--- src/design/vfme_pkg.sv ---
// Shared constants and types for the voxel face mesh emitter.
package vfme_pkg;

    localparam int MAX_DIM_DEF = 4096;

    // Widths of the configuration port.
    localparam int CFG_IDX_W  = 3;
    localparam int CFG_DATA_W = 13;

    typedef enum logic [CFG_IDX_W-1:0] {
        CFG_TRANSPARENT = 3'd0,
        CFG_LEVELS      = 3'd1,
        CFG_WIDTH       = 3'd2,
        CFG_HEIGHT      = 3'd3,
        CFG_SMOOTH      = 3'd4
    } t_cfg_idx;

    // Step lookup: 256 / levels for levels 1..STEP_TBL_N.
    localparam int STEP_FULL  = 256;
    localparam int STEP_TBL_N = 128;

    localparam int MAX_TRI = 12;

    // Face mask bit positions.
    localparam int F_LEFT  = 0;
    localparam int F_RIGHT = 1;
    localparam int F_TOP   = 2;
    localparam int F_BOT   = 3;
    localparam int F_FRONT = 4;
    localparam int F_BACK  = 5;

    // Corner masks for the slanted marching-squares cases (low four face bits).
    localparam logic [3:0] M_TL = 4'b0101;
    localparam logic [3:0] M_TR = 4'b0110;
    localparam logic [3:0] M_BL = 4'b1001;
    localparam logic [3:0] M_BR = 4'b1010;

    // Triangle: three 3-bit vertex codes, each dx*4 + dy*2 + dz, first in the top bits.
    typedef logic [8:0] t_tri;

    localparam t_tri PAIR_LEFT0  = 9'o012;
    localparam t_tri PAIR_LEFT1  = 9'o213;
    localparam t_tri PAIR_RIGHT0 = 9'o465;
    localparam t_tri PAIR_RIGHT1 = 9'o675;
    localparam t_tri PAIR_TOP0   = 9'o236;
    localparam t_tri PAIR_TOP1   = 9'o376;
    localparam t_tri PAIR_BOT0   = 9'o041;
    localparam t_tri PAIR_BOT1   = 9'o145;
    localparam t_tri PAIR_FRONT0 = 9'o024;
    localparam t_tri PAIR_FRONT1 = 9'o264;
    localparam t_tri PAIR_BACK0  = 9'o153;
    localparam t_tri PAIR_BACK1  = 9'o357;

    localparam t_tri DIAG_TL0 = 9'o016;
    localparam t_tri DIAG_TL1 = 9'o617;
    localparam t_tri DIAG_TL2 = 9'o064;
    localparam t_tri DIAG_TL3 = 9'o157;
    localparam t_tri DIAG_TR0 = 9'o425;
    localparam t_tri DIAG_TR1 = 9'o235;
    localparam t_tri DIAG_TR2 = 9'o402;
    localparam t_tri DIAG_TR3 = 9'o531;
    localparam t_tri DIAG_BL0 = 9'o245;
    localparam t_tri DIAG_BL1 = 9'o253;
    localparam t_tri DIAG_BL2 = 9'o426;
    localparam t_tri DIAG_BL3 = 9'o573;
    localparam t_tri DIAG_BR0 = 9'o061;
    localparam t_tri DIAG_BR1 = 9'o167;
    localparam t_tri DIAG_BR2 = 9'o026;
    localparam t_tri DIAG_BR3 = 9'o173;

endpackage

--- src/design/voxel_face_mesh_emitter_unit.sv ---
// Top level of the voxel face mesh emitter: face culling and triangle emission.
//
// Input channel (i_valid / o_stall) takes one voxel cell per transaction: its
// column, row, level and the centre pixel with its four neighbours.
// Output channel (o_valid / i_stall) gives one triangle per transaction with
// three integer vertices, a last-triangle flag and the running solid count.
// A cell emits 0 to 12 triangles, one per output transaction; a cell
// that emits nothing drops out of the input register without using the list.
// Sustained rate is set by the output port: one triangle per cycle while
// i_stall is low, so a fully exposed cell holds the output longest and culled or empty cells less.
// The first triangle of a cell passes the input register and the triangle list
// register to the output register, straight through when nothing ahead of it is waiting.
// Stages: input register, triangle list register (cull, threshold multiply and
// list build in between), output register (vertex decode in between).
// When the receiver stalls, the output register holds its triangle; the list
// and input registers fill and then o_stall rises. o_stall follows i_stall in
// the same cycle once both inner stages are full, at a cell's last triangle.
// Reset clears all valid flags, the solid counter and the configuration registers
// (transparent 0, levels 1, width 1, height 1, smooth off). The user must write
// configuration through i_cfg_* only while idle; the block does not enforce it.
module voxel_face_mesh_emitter_unit #(
    parameter int MAX_DIM = vfme_pkg::MAX_DIM_DEF
) (
    input  logic                            i_clk,
    input  logic                            i_rst_n,
    input  logic                            i_cfg_we,
    input  logic [vfme_pkg::CFG_IDX_W-1:0]  i_cfg_idx,
    input  logic [vfme_pkg::CFG_DATA_W-1:0] i_cfg_data,
    input  logic                            i_valid,
    output logic                            o_stall,
    input  logic [11:0]                     i_col,
    input  logic [11:0]                     i_row,
    input  logic [7:0]                      i_level,
    input  logic [7:0]                      i_centre_pixel,
    input  logic [7:0]                      i_left_pixel,
    input  logic [7:0]                      i_right_pixel,
    input  logic [7:0]                      i_above_pixel,
    input  logic [7:0]                      i_below_pixel,
    output logic                            o_valid,
    input  logic                            i_stall,
    output logic [12:0]                     o_ax,
    output logic signed [12:0]              o_ay,
    output logic [8:0]                      o_az,
    output logic [12:0]                     o_bx,
    output logic signed [12:0]              o_by,
    output logic [8:0]                      o_bz,
    output logic [12:0]                     o_cx,
    output logic signed [12:0]              o_cy,
    output logic [8:0]                      o_cz,
    output logic                            o_last_triangle,
    output logic [31:0]                     o_solid_cells
);
    import vfme_pkg::*;

    localparam int DIM_W = $clog2(MAX_DIM + 1);
    localparam int CMP_W = (DIM_W > 13) ? DIM_W : 13;
    localparam int TRI_W = $clog2(MAX_TRI + 1);
    localparam int TBL_W = $clog2(STEP_TBL_N);

    typedef struct packed {
        logic [11:0] col;
        logic [11:0] row;
        logic [7:0]  lvl;
        logic [7:0]  pc;
        logic [7:0]  pl;
        logic [7:0]  pr;
        logic [7:0]  pa;
        logic [7:0]  pb;
    } t_cell;

    // Configuration registers.
    logic [7:0]  r_transparent;
    logic [8:0]  r_levels;
    logic [8:0]  r_step;
    logic [12:0] r_width;
    logic [12:0] r_height;
    logic        r_smooth;

    // Step table, elaborated from constants.
    logic [8:0] step_tbl [STEP_TBL_N];
    for (genvar g = 0; g < STEP_TBL_N; g++) begin : g_step
        localparam int unsigned STEP_G = STEP_FULL / (g + 1);
        assign step_tbl[g] = 9'(STEP_G);
    end

    logic [8:0] cfg_lvl;
    logic [8:0] cfg_lvl_m1;
    logic [8:0] cfg_step;

    always_comb begin
        cfg_lvl    = (i_cfg_data[8:0] == 9'd0) ? 9'd1 : i_cfg_data[8:0];
        cfg_lvl_m1 = cfg_lvl - 9'd1;
        if (cfg_lvl <= 9'(STEP_TBL_N)) begin
            cfg_step = step_tbl[cfg_lvl_m1[TBL_W-1:0]];
        end else if (cfg_lvl <= 9'(STEP_FULL)) begin
            cfg_step = 9'd1;
        end else begin
            cfg_step = 9'd0;
        end
    end

    always_ff @(posedge i_clk) begin
        if (!i_rst_n) begin
            r_transparent <= 8'd0;
            r_levels      <= 9'd1;
            r_step        <= 9'(STEP_FULL);
            r_width       <= 13'd1;
            r_height      <= 13'd1;
            r_smooth      <= 1'b0;
        end else if (i_cfg_we) begin
            unique case (t_cfg_idx'(i_cfg_idx))
                CFG_TRANSPARENT: r_transparent <= i_cfg_data[7:0];
                CFG_LEVELS: begin
                    r_levels <= cfg_lvl;
                    r_step   <= cfg_step;
                end
                CFG_WIDTH:  r_width  <= i_cfg_data[12:0];
                CFG_HEIGHT: r_height <= i_cfg_data[12:0];
                CFG_SMOOTH: r_smooth <= i_cfg_data[0];
                default: ;
            endcase
        end
    end

    // Pipeline registers.
    logic        r_a_valid;
    t_cell       r_a;
    logic        r_b_valid;
    t_tri        r_list [MAX_TRI];
    logic [TRI_W-1:0] r_cnt;
    logic [TRI_W-1:0] r_idx;
    logic [11:0] r_b_col;
    logic [11:0] r_b_row;
    logic [7:0]  r_b_lvl;
    logic [31:0] r_b_solid;
    logic [31:0] r_solid;
    logic        r_o_valid;

    // Culling and list build from the input register.
    logic [16:0]      thresh;
    logic [17:0]      thresh_up;
    logic [CMP_W-1:0] wid;
    logic [CMP_W-1:0] hei;
    logic [5:0]       faces;
    logic             diag_sel;
    t_tri             d0, d1, d2, d3;
    t_tri             lst [MAX_TRI];
    logic [TRI_W-1:0] n;
    logic [31:0]      n_solid;

    function automatic logic solid_at(input logic [7:0] p, input logic [7:0] tv,
                                      input logic [16:0] th);
        return (p != tv) && ({9'd0, p} >= th);
    endfunction

    always_comb begin
        thresh    = {9'd0, r_a.lvl} * {8'd0, r_step};
        thresh_up = {1'b0, thresh} + {9'd0, r_step};
        wid = CMP_W'(r_width);
        hei = CMP_W'(r_height);
        if (wid > CMP_W'(MAX_DIM)) wid = CMP_W'(MAX_DIM);
        if (hei > CMP_W'(MAX_DIM)) hei = CMP_W'(MAX_DIM);

        faces = 6'd0;
        if (solid_at(r_a.pc, r_transparent, thresh)) begin
            faces = 6'b111111;
            if (r_a.lvl != 8'd0) faces[F_FRONT] = 1'b0;
            if (({1'b0, r_a.lvl} + 9'd1 < r_levels) && ({10'd0, r_a.pc} >= thresh_up))
                faces[F_BACK] = 1'b0;
            if (r_a.col != 12'd0 && solid_at(r_a.pl, r_transparent, thresh))
                faces[F_LEFT] = 1'b0;
            if ((CMP_W'(r_a.col) + CMP_W'(1) < wid)
                    && solid_at(r_a.pr, r_transparent, thresh))
                faces[F_RIGHT] = 1'b0;
            if (r_a.row != 12'd0 && solid_at(r_a.pa, r_transparent, thresh))
                faces[F_TOP] = 1'b0;
            if ((CMP_W'(r_a.row) + CMP_W'(1) < hei)
                    && solid_at(r_a.pb, r_transparent, thresh))
                faces[F_BOT] = 1'b0;
        end

        diag_sel = 1'b0;
        d0 = DIAG_TL0;
        d1 = DIAG_TL1;
        d2 = DIAG_TL2;
        d3 = DIAG_TL3;
        if (r_smooth && r_levels == 9'd1) begin
            case (faces[3:0])
                M_TL: diag_sel = 1'b1;
                M_TR: begin
                    diag_sel = 1'b1;
                    d0 = DIAG_TR0; d1 = DIAG_TR1; d2 = DIAG_TR2; d3 = DIAG_TR3;
                end
                M_BL: begin
                    diag_sel = 1'b1;
                    d0 = DIAG_BL0; d1 = DIAG_BL1; d2 = DIAG_BL2; d3 = DIAG_BL3;
                end
                M_BR: begin
                    diag_sel = 1'b1;
                    d0 = DIAG_BR0; d1 = DIAG_BR1; d2 = DIAG_BR2; d3 = DIAG_BR3;
                end
                default: ;
            endcase
        end

        lst = '{default: '0};
        n   = '0;
        if (diag_sel) begin
            lst[0] = d0;
            lst[1] = d1;
            n = TRI_W'(2);
            if (faces[F_FRONT]) begin
                lst[n] = d2;
                n = n + TRI_W'(1);
            end
            if (faces[F_BACK]) begin
                lst[n] = d3;
                n = n + TRI_W'(1);
            end
        end else begin
            if (faces[F_BOT]) begin
                lst[n] = PAIR_BOT0; lst[n + TRI_W'(1)] = PAIR_BOT1; n = n + TRI_W'(2);
            end
            if (faces[F_TOP]) begin
                lst[n] = PAIR_TOP0; lst[n + TRI_W'(1)] = PAIR_TOP1; n = n + TRI_W'(2);
            end
            if (faces[F_LEFT]) begin
                lst[n] = PAIR_LEFT0; lst[n + TRI_W'(1)] = PAIR_LEFT1; n = n + TRI_W'(2);
            end
            if (faces[F_RIGHT]) begin
                lst[n] = PAIR_RIGHT0; lst[n + TRI_W'(1)] = PAIR_RIGHT1;
                n = n + TRI_W'(2);
            end
            if (faces[F_FRONT]) begin
                lst[n] = PAIR_FRONT0; lst[n + TRI_W'(1)] = PAIR_FRONT1;
                n = n + TRI_W'(2);
            end
            if (faces[F_BACK]) begin
                lst[n] = PAIR_BACK0; lst[n + TRI_W'(1)] = PAIR_BACK1;
                n = n + TRI_W'(2);
            end
        end

        // Saturate at all ones.
        n_solid = (r_solid == '1) ? r_solid : r_solid + 32'd1;
    end

    // Flow control.
    logic out_load;
    logic b_done;
    logic b_free;
    logic a_take;
    logic in_take;

    assign out_load = r_b_valid && (!r_o_valid || !i_stall);
    assign b_done   = out_load && (r_idx == r_cnt - TRI_W'(1));
    assign b_free   = !r_b_valid || b_done;
    // Empty cells drop straight out of the input register.
    assign a_take   = r_a_valid && ((n == '0) || b_free);
    assign o_stall  = r_a_valid && !a_take;
    assign in_take  = i_valid && !o_stall;

    // Vertex decode for the triangle being loaded into the output register.
    t_tri        cur;
    logic [12:0] vx [3];
    logic [12:0] vy [3];
    logic [8:0]  vz [3];

    always_comb begin
        cur = r_list[r_idx];
        for (int v = 0; v < 3; v++) begin
            vx[v] = {1'b0, r_b_col} + {12'd0, cur[8 - 3 * v]};
            vy[v] = {12'd0, cur[7 - 3 * v]} - {1'b0, r_b_row};
            vz[v] = {1'b0, r_b_lvl} + {8'd0, cur[6 - 3 * v]};
        end
    end

    always_ff @(posedge i_clk) begin
        if (!i_rst_n) begin
            r_a_valid <= 1'b0;
            r_b_valid <= 1'b0;
            r_o_valid <= 1'b0;
            r_solid   <= 32'd0;
            r_idx     <= '0;
        end else begin
            if (in_take) begin
                r_a_valid <= 1'b1;
            end else if (a_take) begin
                r_a_valid <= 1'b0;
            end

            if (a_take && n != '0) begin
                r_b_valid <= 1'b1;
                r_idx     <= '0;
                r_solid   <= n_solid;
            end else if (b_done) begin
                r_b_valid <= 1'b0;
            end else if (out_load) begin
                r_idx <= r_idx + TRI_W'(1);
            end

            if (out_load) begin
                r_o_valid <= 1'b1;
            end else if (!i_stall) begin
                r_o_valid <= 1'b0;
            end
        end
    end

    // Payload registers.
    always_ff @(posedge i_clk) begin
        if (in_take) begin
            r_a.col <= i_col;
            r_a.row <= i_row;
            r_a.lvl <= i_level;
            r_a.pc  <= i_centre_pixel;
            r_a.pl  <= i_left_pixel;
            r_a.pr  <= i_right_pixel;
            r_a.pa  <= i_above_pixel;
            r_a.pb  <= i_below_pixel;
        end
        if (a_take && n != '0) begin
            r_list    <= lst;
            r_cnt     <= n;
            r_b_col   <= r_a.col;
            r_b_row   <= r_a.row;
            r_b_lvl   <= r_a.lvl;
            r_b_solid <= n_solid;
        end
        if (out_load) begin
            o_ax            <= vx[0];
            o_ay            <= vy[0];
            o_az            <= vz[0];
            o_bx            <= vx[1];
            o_by            <= vy[1];
            o_bz            <= vz[1];
            o_cx            <= vx[2];
            o_cy            <= vy[2];
            o_cz            <= vz[2];
            o_last_triangle <= (r_idx == r_cnt - TRI_W'(1));
            o_solid_cells   <= r_b_solid;
        end
    end

    assign o_valid = r_o_valid;

endmodule

--- config.mk ---
export PLATFORM = sky130hd
export DESIGN_NAME = voxel_face_mesh_emitter_unit
export DESIGN_NICKNAME = d
export VERILOG_FILES = /design/src/design/vfme_pkg.sv /design/src/design/voxel_face_mesh_emitter_unit.sv
export SDC_FILE = /design/constraint.sdc
export NUM_CORES = 1
export LEC_CHECK = 0
export ABC_AREA = 0
export BUFFER_PORTS_ARGS = -buffer_cell sky130_fd_sc_hd__buf_2
export CELL_PAD_IN_SITES_DETAIL_PLACEMENT = 1
export CELL_PAD_IN_SITES_GLOBAL_PLACEMENT = 1
export CORE_ASPECT_RATIO = 0.8
export CORE_MARGIN = 3
export CORE_UTILIZATION = 43
export CTS_CLUSTER_SIZE = 10
export DETAILED_ROUTE_END_ITERATION = 8
export GPL_TIMING_DRIVEN = 0
export PLACE_DENSITY = 0.87
export SETUP_SLACK_MARGIN = 0.15
export SLEW_MARGIN = 25
export SYNTH_ARGS = -nofsm -noshare
export SYNTH_HDL_FRONTEND = slang
export SYNTH_SLANG_ARGS = --single-unit
--- constraint.sdc ---
create_clock -name i_clk -period 12.1 [get_ports i_clk]
set_clock_uncertainty 0.1 [all_clocks]
set_input_delay 1.815 -clock i_clk [delete_from_list [all_inputs] [get_ports i_clk]]
set_output_delay 1.815 -clock i_clk [all_outputs]
set_load 0.02 [all_outputs]
==> run summary <==
The clock share of power is 42.9%. The net count after synthesis is 2598. The core region area is 55900 um2. The cell occurring most often along the worst timing path is fa_1. Summed over all nets, the switching power comes to 0.772 mW.

The worst max-slew margin expressed relative to the limit came out at 28.6%. The max-capacitance violation count came out at 0. The power density over cell area is 111 nW/um2. The ratio of cells with drive above 1 in the final layout came out at 17.9%. The final wirelength is 78.8 mm. The die covers 60100 um2.

The synthesized area is 24600 um2. The x dimension of the die is 273 um. The later pin in the worst-skew pair is clocked with a latency of 610 ps. The data arrival time of the critical path is 9820 ps. Of the synthesized area, sequential elements account for 48.8%. The critical register-to-register path endpoint is r_a[45]. The worst register-to-register path begins at r_a[47]. The library cell used most frequently in the layout, excluding fill and tap cells, is edfxtp_1. Global routing finished with a remaining overflow of 0. The via count of the first global-routing pass came out at 20600. The remaining number of nets flagged by the antenna check after routing came out at 0. STA classifies the critical path endpoint as an output port.

The die extent in y came out at 220 um. After synthesis, the share of flip-flops with an asynchronous set or reset is 0%. The path with the worst hold slack has its endpoint at o_solid_cells[22].

Synthesis produced 2292 cells. Along the worst path, the maximum fanout reaches 10. The clock transition at the register clock pins on the worst setup and hold paths after CTS came out at 50 ps. The hold-critical path depth came out at 0. The peak ir drop on the vdd network came out at 120 uV. The number of port buffers came out at 228. Of all cell types, the one taking the most synthesized area is edfxtp_1. The top cell types in the final layout, fill and taps aside, are 338 x edfxtp_1, 279 x nand2_1, 239 x buf_2. The effective utilization at floorplan is 44.0%. The count of final max-slew check failures came to 0. The mean area per synthesized cell came out at 10.7 um2. The cell type of the slowest stage on the worst timing path is fa_1. The overall fraction of global-route tracks in use is 25.5%. Ranked by total cell area, the synthesized netlist is headed by edfxtp_1 41%, ha_1 8.6%, dfxtp_1 7.5%. For this design, the sink count on the clock tree is 430. The slew at the pin closest to its max-slew limit came out at 1060 ps.

The number of buffers created by CTS came out at 50. The cell area reported after detailed placement came out at 26900 um2. The required arrival time at the worst endpoint is 10180 ps. The via density per instance came out at 5.76. The via total after detailed routing came out at 19600.

The final count of hold timing violations is 0. The critical path class is reg -> out. In this run the most critical hold path is launched from r_b_solid[22]. The leakage power total is 11.1 nW.

The cell-internal power came out at 2.48 mW. The clock tree from TritonCTS is done. Setup repair after global routing left no endpoint under its margin. The proportion of power drawn by combinational gates came out at 7.3%. The sequential fraction of design power is 49.8%. Overall power consumption after layout is estimated at 3.25 mW. The tree is rooted in a clkbuf_16. The Yosys step of the flow raised 0 warnings.

The flop-to-flop setup slack is 1270 ps. The net count of the finished layout is 2930. The switching portion of total power is 23.7%.

The total number of placement rows came out at 77. The flow ran to the end, and the final reports show no timing, DRC or antenna violations. The number of enable flip-flop cells after synthesis is 338.

The worst setup path is launched from a flip-flop. The final worst-path cycle share is 97.0%. The number of storage elements in the synthesis netlist came out at 430. The final-report setup violation count came out at 0.

The delay of the slowest cell on the worst path came out at 570 ps. Once detailed placement completed, the half-perimeter wirelength came to 58.7 mm. The distinct cell type count after synthesis came out at 87. The worst path needs 11730 ps of the cycle, external delays included.

The final weighted congestion in routability-driven placement is 0.929. The path class of the tightest hold or removal check is reg -> reg. The first-pass GRT wire length came out at 120 mm. 233 I/O pins were placed.

The remaining design rule violation count came out at 0. The number of DRC markers in iteration 0 came out at 1763. The smallest hold slack came out at 321 ps. The iteration count of the initial detailed-routing pass is 5.

Summing all non-filler instances in the final layout gives an area of 29200 um2. The proportion of netlist area held by the largest area contributor is 41.3%. The H-tree was split into 2 levels.

The number of buffers between clock root and the deepest sink came out at 3. The fraction of the core area covered by cells at the end of the flow is 52.3%. The launching instance or port of the critical path is r_a[47]. The initial antenna violation count came out at 8. The layout overhead on the synthesized area is 18.8%.

The peak clock frequency supported by timing is 85.2 MHz. The main flop type after synthesis is edfxtp_1. The final worst setup slack came out at 367 ps. The average wire per standard cell came out at 23.1 um. The worst register-to-register path has a depth of 44. OpenSTA, run right after detailed placement, puts the worst setup slack at -2190 ps. Entering global routing, the biggest net connects 78 pins.
==> synth_stat cells (20+ instances only) <==
cell,count
xor2_1,88
xnor2_1,132
and2_1,73
nand2_1,279
and3_1,32
o211ai_1,20
fa_1,44
inv_1,134
nor2_1,132
edfxtp_1,338
nor3_1,45
clkbuf_1,77
nand3_1,65
a21oi_1,126
or3_1,23
ha_1,169
o21ai_0,80
mux2i_1,32
dfxtp_1,92
nand4_1,27
==> repair_timing <==
item / 4_1_cts / 5_1_grt
hold endpoints to repair: 0 / 0
hold buffers: 0 / 0
pin swaps: 17 / 35
setup endpoints to repair: 240 / 1
gates resized for setup: 81 / 53
cloned: 0 / 1
setup buffers: 23 / 21
==> per-layer routing <==
layer | wire length [um] | vias to the layer above | global-route usage [%]
li1 | - | 8814 | -
met1 | 32700 | 9913 | 32.8
met2 | 39000 | 741 | 44.3
met3 | 4910 | 160 | 3.82
met4 | 2230 | 2 | 8.32
met5 | 13 | - | 0
==> final cells by class <==
class                   instances  area [um2]
well taps                     750         938
plain buffers                 100         518
repair buffers                281        1700
clock buffers                  75        1390
inverters                     138         526
multi-input cells            1623       12100
flip-flops and latches        430       12000
clock inverters                 6        90.1
fillers                      6121       26700
diodes                          6        15.0
==> sequential cells by signal (all words and copies together), names as in the netlist, 13 cells and up <==
signal,count
o_solid_cells,32
o_ax,13
r_b_solid,32
o_by,13
o_ay,13
r_solid,32
o_cy,13
r_width,13
r_height,13
o_bx,13
r_list,60
o_cx,13
r_a,72
==> cells by family after synthesis <==
| family | after synthesis | share of synthesized area (%) |
|---|---|---|
| adders and majority gates | 213 | 12.2 |
| DFF | 430 | 48.8 |
| muxes | 46 | 2.36 |
| AOI/OAI and AO/OA | 380 | 10.0 |
| buffers and inverters | 239 | 3.80 |
| xor gates and xnor gates | 221 | 7.93 |
| and+or+nand+nor | 763 | 14.9 |
==> worst max path at each step <==
stage,end,cells past startpoint
3_3_place_gp,r_a[45],41
5_1_grt,o_stall,39
2_1_floorplan,r_a[0],39
3_5_place_dp,o_stall,41
4_1_cts,o_stall,40
6_report,o_stall,41
==> metrics by stage <==
| stage | instances | setup TNS, ps |
|---|---|---|
| 6_report | 3409 | 0 |
| 5_1_grt | 3408 | 0 |
| 3_5_place_dp | 3278 | -265490 |
| 2_1_floorplan | 2292 | 0 |
| 3_3_place_gp | 3270 | -517410 |
| 4_1_cts | 3382 | 0 |
==> critical path: cells and delay by family (launching register included) <==
family | cells | cell delay [ps]
adders and majority gates | 9 | 3400
AOI/OAI and AO/OA | 15 | 3040
buffers and inverters | 10 | 1120
and+or+nand+nor | 6 | 950
DFF | 1 | 470
xor gates and xnor gates | 1 | 200
==> power groups by stage <==
stage / Sequential (mW) / Clock (mW) / Combinational [mW]
after floorplan: 1.64 / 0 / 0.129
after global placement: 1.65 / 0 / 0.187
after detailed placement: 1.65 / 0 / 0.206
after CTS: 1.62 / 1.41 / 0.224
after global routing: 1.62 / 1.48 / 0.258
final: 1.62 / 1.39 / 0.238
Power figures use the tool's default switching activity.
